==> src/icdg_pkg.sv <==
package icdg_pkg;

    // default image limits
    localparam int unsigned DEF_MAX_ROWS = 1024;
    localparam int unsigned DEF_MAX_COLS = 1024;

    // field widths on the stream ports
    localparam int PIX_W   = 8;
    localparam int GRAD_W  = 9;
    localparam int POS_W   = 10;
    localparam int SIZE_W  = 11;
    localparam int OUT_W   = 40;
    localparam int CFG_IDX_W = 2;

    // size register reset values
    localparam logic [SIZE_W-1:0] RESET_ROWS = 11'd480;
    localparam logic [SIZE_W-1:0] RESET_COLS = 11'd640;

    // configuration register indexes
    localparam logic [CFG_IDX_W-1:0] CFG_IMAGE_ROWS = 2'd0;
    localparam logic [CFG_IDX_W-1:0] CFG_IMAGE_COLS = 2'd1;

    // one inner gradient and the border positions that copy it
    typedef struct packed {
        logic signed [GRAD_W-1:0] grad_x;
        logic signed [GRAD_W-1:0] grad_y;
        logic [POS_W-1:0]         row;
        logic [POS_W-1:0]         col;
        logic [POS_W-1:0]         row_alt;   // last row, used by the bottom border copy
        logic [POS_W-1:0]         col_alt;   // last column, used by the right border copy
        logic [2:0]               row_mask;  // {last row, row 0, own row}
        logic [2:0]               col_mask;  // {last column, column 0, own column}
    } t_job;

    // size clamped to 3..maxv
    function automatic int unsigned clamp_size(logic [SIZE_W-1:0] v, int unsigned maxv);
        int unsigned res;
        res = 32'(v);
        if (res < 3) begin
            res = 3;
        end else if (res > maxv) begin
            res = maxv;
        end
        return res;
    endfunction

endpackage

==> src/icdg_emit.sv <==
module icdg_emit
    import icdg_pkg::*;
(
    input  logic            i_clk,
    input  logic            i_rst_n,
    input  logic            i_job_valid,
    input  t_job            i_job,
    output logic            o_job_ready,
    output logic            o_m_axis_tvalid,
    input  logic            i_m_axis_tready,
    output logic [OUT_W-1:0] o_m_axis_tdata,  // grad_x, grad_y, out_row, out_col, zero pad
    output logic            o_m_axis_tlast    // last_in_run
);

    logic             r_job_valid;
    t_job             r_job;
    logic [2:0]       r_row_left;
    logic [2:0]       r_col_left;
    logic             r_out_valid;
    logic [OUT_W-1:0] r_out_data;
    logic             r_out_last;

    logic             adv;
    logic             take;
    logic [2:0]       row_low;
    logic [2:0]       col_low;
    logic             row_more;
    logic             col_more;
    logic             item_last;
    logic [POS_W-1:0] sel_row;
    logic [POS_W-1:0] sel_col;

    // walk order: columns outer, rows inner, lowest slot first
    always_comb begin
        adv       = !r_out_valid || i_m_axis_tready;
        take      = r_job_valid && adv;
        row_low   = r_row_left & 3'(~r_row_left + 3'd1);
        col_low   = r_col_left & 3'(~r_col_left + 3'd1);
        row_more  = (r_row_left & 3'(r_row_left - 3'd1)) != 3'd0;
        col_more  = (r_col_left & 3'(r_col_left - 3'd1)) != 3'd0;
        item_last = !row_more && !col_more;
        o_job_ready = !r_job_valid || (adv && item_last);
    end

    // position of the current copy
    always_comb begin
        priority if (row_low[0]) begin
            sel_row = r_job.row;
        end else if (row_low[1]) begin
            sel_row = '0;
        end else begin
            sel_row = r_job.row_alt;
        end
        priority if (col_low[0]) begin
            sel_col = r_job.col;
        end else if (col_low[1]) begin
            sel_col = '0;
        end else begin
            sel_col = r_job.col_alt;
        end
    end

    // job and output control
    always_ff @(posedge i_clk) begin
        if (!i_rst_n) begin
            r_job_valid <= 1'b0;
            r_out_valid <= 1'b0;
            r_row_left  <= '0;
            r_col_left  <= '0;
        end else begin
            if (adv) begin
                r_out_valid <= r_job_valid;
            end
            if (o_job_ready) begin
                r_job_valid <= i_job_valid;
                if (i_job_valid) begin
                    r_row_left <= i_job.row_mask;
                    r_col_left <= i_job.col_mask;
                end
            end else if (take) begin
                if (row_more) begin
                    r_row_left <= r_row_left & 3'(r_row_left - 3'd1);
                end else begin
                    r_row_left <= r_job.row_mask;
                    r_col_left <= r_col_left & 3'(r_col_left - 3'd1);
                end
            end
        end
    end

    // job payload and output word
    always_ff @(posedge i_clk) begin
        if (o_job_ready && i_job_valid) begin
            r_job <= i_job;
        end
        if (take) begin
            r_out_data <= {2'b00, sel_col, sel_row, r_job.grad_y, r_job.grad_x};
            r_out_last <= item_last;
        end
    end

    assign o_m_axis_tvalid = r_out_valid;
    assign o_m_axis_tdata  = r_out_data;
    assign o_m_axis_tlast  = r_out_last;

    // a live job always has a row and a column slot left
    a_row_left: assert property (@(posedge i_clk) disable iff (!i_rst_n)
        r_job_valid |-> r_row_left != 3'd0)
        else $error("row walk ran empty");

    a_col_left: assert property (@(posedge i_clk) disable iff (!i_rst_n)
        r_job_valid |-> r_col_left != 3'd0)
        else $error("column walk ran empty");

    // the row walk never visits a slot the job did not ask for
    a_row_subset: assert property (@(posedge i_clk) disable iff (!i_rst_n)
        r_job_valid |-> (r_row_left & ~r_job.row_mask) == 3'd0)
        else $error("row walk outside job mask");

    // own position always comes with the job
    a_base_slot: assert property (@(posedge i_clk) disable iff (!i_rst_n)
        r_job_valid |-> (r_job.row_mask[0] && r_job.col_mask[0]))
        else $error("job without own position");

endmodule

==> config.mk <==
export PLATFORM = sky130hd
export DESIGN_NAME = icdg_emit
export DESIGN_NICKNAME = d
export VERILOG_FILES = /design/src/icdg_pkg.sv /design/src/icdg_emit.sv
export SDC_FILE = /design/constraint.sdc
export NUM_CORES = 1
export LEC_CHECK = 0
export ABC_AREA = 1
export BUFFER_PORTS_ARGS = -buffer_cell sky130_fd_sc_hd__buf_2
export CORE_MARGIN = 2
export CORE_UTILIZATION = 25
export CTS_CLUSTER_DIAMETER = 80
export DETAILED_ROUTE_END_ITERATION = 16
export GPL_ROUTABILITY_DRIVEN = 0
export GPL_TIMING_DRIVEN = 0
export SYNTH_ARGS = -nofsm -noshare
export SYNTH_HDL_FRONTEND = slang
export SYNTH_SLANG_ARGS = --single-unit
export TNS_END_PERCENT = 30
==> constraint.sdc <==
create_clock -name i_clk -period 9.9 [get_ports i_clk]
set_input_delay 0.495 -clock i_clk [delete_from_list [all_inputs] [get_ports i_clk]]
set_output_delay 0.495 -clock i_clk [all_outputs]
set_load 0.005 [all_outputs]
After elaboration in Yosys (flattened, before gate mapping)
Index checks and enable logic that the tools add are counted.

Output and inout bits: 43. Input bits: 68. Word-level logic and storage cells: 52. Bits in registers: 108.

Bitwise logic cells: 6. Reductions and logical operators: 15. Multiplexer cells: 12. Add/sub/neg operators: 4. Equality and inequality tests: 2.

Operators with widths (count): $mux W10 (4); $mux W3 (8); $and A3 B3 Y3 (2); $reduce_bool A3 Y1 (2); $sub A3 B1 Y3 const B (2); $add A2 B1 Y2 const B (2); $and A2 B2 Y2 (2); $logic_and A1 B1 Y1 (4); $logic_not A1 Y1 (4); $ne A2 B2 Y1 const B (2); $not A2 Y2 (2); $reduce_and A3 Y1 (1); $logic_or A1 B1 Y1 (2); $reduce_and A2 Y1 (1); $reduce_bool A2 Y1 (1).

Depth between registers and ports, before layout
Depth after elaboration: 9. Gate-level depth with buffers: 10. Gate-level depth less buffers: 10.

Worst setup path after synthesis
OpenSTA, ideal clock, no wires.

Path type: register to register. From: register r_job_valid. To: register r_row_left[0]. Setup time: 0.111 ns. Stages on the path, launching flop included: 8. Arrival time: 3.172 ns. Path slack: 6.616 ns. Buffers on the path: 0. Period minus slack after synthesis: 3.284 ns. Required time: 9.789 ns. Cells stage by stage: dfxtp_1 > inv_1 > a21oi_1 > nand2_1 > nand2_1 > inv_2 > nor2_1 > nor2_1.

Elaborated cells between the ends (all ways): 7. Classes of those cells: 1 x eq/ne; 1 x mux; 5 x reduce/logical.

RTL lines: start: declaration (RTL line icdg_emit.sv:15) `logic r_job_valid;`; start signal: assignment (RTL line icdg_emit.sv:75) `r_job_valid <= i_job_valid;`; $logic_and A1 B1 Y1 (RTL line icdg_emit.sv:36) `take = r_job_valid && adv;`; via take (RTL line icdg_emit.sv:24) `logic take;`; $reduce_bool A2 Y1 (no line); $reduce_and A2 Y1 (no line); end signal: assignment (RTL line icdg_emit.sv:77) `r_row_left <= i_job.row_mask;`; end signal: assignment (RTL line icdg_emit.sv:82) `r_row_left <= r_row_left & 3'(r_row_left - 3'd1);`; end signal: assignment (RTL line icdg_emit.sv:84) `r_row_left <= r_job.row_mask;`; end: declaration (RTL line icdg_emit.sv:17) `logic [2:0] r_row_left;`.

The timed path passes the listed nets, and every way through them passes these cells. A chain may end at the register's enable or synchronous reset.

Worst setup path after layout
From: register r_row_left[0]. To: register r_job[25] (netlist bit), enable pin.

Longest elaborated chain between the ends: 8.

RTL lines: $sub A3 B1 Y3 (RTL line icdg_emit.sv:39) `row_more = (r_row_left & 3'(r_row_left - 3'd1)) != 3'd0;`; $and A3 B3 Y3 (*) (RTL line icdg_emit.sv:39); $reduce_bool A3 Y1 (*) (RTL line icdg_emit.sv:39); $logic_not A1 Y1 (*) (RTL line icdg_emit.sv:41) `item_last = !row_more && !col_more;`; $logic_and A1 B1 Y1 (*) (RTL line icdg_emit.sv:41); $logic_and A1 B1 Y1 (*) (RTL line icdg_emit.sv:42) `o_job_ready = !r_job_valid || (adv && item_last);`; $logic_or A1 B1 Y1 (*) (RTL line icdg_emit.sv:42); $logic_and A1 B1 Y1 (*) (RTL line icdg_emit.sv:93) `if (o_job_ready && i_job_valid) begin`; end signal: assignment (RTL line icdg_emit.sv:94) `r_job <= i_job;`; end: declaration (RTL line icdg_emit.sv:16) `t_job r_job;`.

Every way passes the cells marked *; elsewhere a longest branch is shown, timed or not.

==> results.md <==
- maximum net fanout on the critical path: 32
- Reg area: 3160 um2
- part of the total power dissipated in sequential elements: 54.0%
- number of synthesized register bits: 108
- crit end category: flop
- worst path required time: 9.94 ns
- row cnt: 44
- clock tree sinks: 108
- synthesized-area fraction occupied by ao, oa, aoi and oai cells: 3.71%
- critical path launch point type: flop
- area of the multi-input gates: 546 um2
- die height: 127 um
- total congestion overflow after global routing: 0
- cts bufs inserted: 9
- pre-CTS worst setup slack: 7.59 ns
- global-route wire length before repair: 11.7 mm
- number of antenna-violating nets in the routed design: 0
- Die Outline Area: 16,100 um2
- I/O pin cnt: 111
- Hold Slack: 0.317 ns
- maximum buffer depth of the clock tree: 2
- result of the run: finished, final reports clean
- Non-Filler Cell Area, Final: 4940 um2
- starting DRC count in detailed routing: 104
- Slowest cell on crit path: sky130_fd_sc_hd__inv_2
- via count normalized by instance count: 4.07
- share of power burned in the clock network: 37.6%
- slack of the critical path: 7.78 ns
- routed wirelength normalized by instance count: 14.0 um
- vias in the first global route: 2,239
- Worst Clk Skew: 0.0102 ns
- basic-gate share of the synthesized area counting and, or, nand and nor cells: 10.2%
- total routed wirelength: 7.64 mm
- actual slew at the worst max-slew pin: 0.736 ns
- upper clock frequency limit: 471 MHz
- Met1 Routed Length: 3.11 mm
- Worst Path Buf+Inv: 2
- synthesized area divided by synthesized cell count: 16.2 um2
- sw frac: 21.9%
- portion of total power attributed to combinational logic: 8.4%
- count of synthesis-stage warnings from yosys: 0
- series of cell instances along the critical path: o21ai_4 -> nand3_2 -> nand2_4 -> nand3_2 -> inv_2 -> buf_12
- count of input and output buffers: 108
- share of the clock period used by the worst path after layout: 21.4%
- final-report hold violation count: 0
- number of iterations in the first detailed-routing pass: 4
- pins over their slew limit: 0
- most common cell after layout, fill and taps aside: sky130_fd_sc_hd__buf_2
- IR drop worst, VDD: 0.0883 mV
- kind of critical path: reg2reg
- family with the most delay on the worst path: buffers and inverters
- Post CTS Setup Buffer Count: 0
- non-filler cells, final: 544
- Psw: 0.224 mW
- root buf cell: sky130_fd_sc_hd__clkbuf_16
- total DRC errors in the routed layout: 0
- most used cell, CP: sky130_fd_sc_hd__nand3_2
- vias after detailed routing: 2,212
- largest stage delay on the critical path: 0.53 ns
- data arrival time of the critical path: 2.16 ns
- top layer reached by signal wires: met4
- Resized Gates After CTS: 0
- min cycle time layout: 2.12 ns
- CTS tree: yes
- Final setup violation count: 0
- number of nets in the layout: 423
- Int Power: 0.801 mW
- PD cells: 207 nW/um2
- maximum number of pins on one net before global-route repair: 33
- commonest cells after routing, fill and taps aside: sky130_fd_sc_hd__buf_2 (108), sky130_fd_sc_hd__edfxtp_1 (100), sky130_fd_sc_hd__nand2_1 (47), sky130_fd_sc_hd__nand3_1 (19), sky130_fd_sc_hd__nor2_1 (11)
- Die Width: 127 um
- cell count after placement: 528
- Synth cell types: 21
- number of antenna violations at the first check in global routing: 0
- headroom to the max-slew limit: 50.7%
- worst skew pair latency: 0.35 ns
- Diodes inserted: 0
- RSZ-0062 raised after global routing: false
- H-tree Lvls: 3
- area growth from synthesis to final layout: 30.7%
- effective utilization at floorplan: 25.8%
- HPWL after DPL: 5.51 mm
- Hold Path Class: in2reg
- Floorplan Core Area: 14,600 um2
- fraction of final layout cells sized beyond drive strength 1: 39.4%
- Static Leakage: 2.04 nW
- Mapped Cells: 233
- main combinational cell family by area after synthesis: simple AND/OR/NAND/NOR gates
- max-cap violations: 0
- adder-cell share of the synthesized area: 0%
- hold buffer count at CTS: 0
- sequential element share of the synthesized area: 83.7%
- final-layout fill cell count: 1,434
- Setup Total Neg Slack: 0 ns
- met3 routed wirelength: 513 um
- overall routing resource usage: 9.84%
- Post-Syn Area: 3780 um2
- xor and xnor area share after synthesis: 0%
- fraction of synthesized area in multiplexers: 0%
- Reg clk slew, reported paths: 0.07 ns
- placed cell area: 4610 um2
- amount of wire on met2 after detailed routing: 3.90 mm
==> layout make-up <==
class | instances | area share, %
buffer | 6 | 0.608
clock buffer | 9 | 4.56
clock inverter | 7 | 2.03
inverter | 15 | 1.14
multi-input combinational | 105 | 11.0
sequential | 108 | 64.0
tap | 184 | 4.66
timing repair buffer | 110 | 11.9
==> cells by family (layout without fill, tap and decap cells) <==
family          after synthesis  in the layout
flops                       108            108
buf+inv                      21            147
compound gates               17             17
simple gates                 86             86
other cells                   1              2
==> metrics by stage <==
stage	power (mW)	util, %
6_report	1.02	33.7
5_1_grt	1.07	33.7
4_1_cts	1.04	33.7
3_5_place_dp	0.653	31.5
3_3_place_gp	0.647	31.1
2_1_floorplan	0.606	-
==> layer usage <==
| metal | vias to the layer above | track usage, % |
|---|---|---|
| met5 | - | 0 |
| met4 | 0 | 3.68 |
| met3 | 7 | 3.71 |
| met2 | 80 | 16.5 |
| met1 | 1038 | 11.5 |
| li1 | 1087 | - |
==> state kept, by name, indices dropped and copies added, names as in the netlist <==
register / flops
o_m_axis_tdata: 38
r_job: 61
o_m_axis_tlast: 1
r_row_left: 3
r_job_valid: 1
r_col_left: 3
o_m_axis_tvalid: 1
==> synthesized netlist by cell type (all sizes together) <==
master	count	share of area, %
edfxtp	100	79
nand2	51	5.6
nand3	21	3.0
inv	15	1.5
nor2	11	1.1
a22o	10	2.3
dfxtp	8	4.2
clkbuf	4	0.40
a21oi	3	0.40
o21ai	3	0.79
buf	2	0.40
nand4	2	0.33
and3	1	0.17
conb	1	0.099
o211ai	1	0.20
==> power groups by stage <==
stage                     Clock (mW)  Sequential, mW  Combinational [mW]
after floorplan                    0           0.564              0.0413
after global placement             0           0.565              0.0813
after detailed placement           0           0.564              0.0887
after CTS                      0.401           0.554              0.0888
after global routing           0.417           0.556              0.0974
final                          0.385           0.554              0.0860
==> worst paths after layout <==
| path | end | depth (start not counted) | startpoint | slack, ns |
|---|---|---|---|---|
| worst max-delay path | r_job[25] | 6 | r_row_left[0] | 7.78 |
| worst min-delay path | r_job[34] | 1 | i_job[34] | 0.32 |
| worst max register to register | r_job[25] | 6 | r_row_left[0] | 7.78 |
| worst min register to register | o_m_axis_tdata[10] | 0 | r_job[47] | 0.42 |
(Power assumes the default switching activity.)
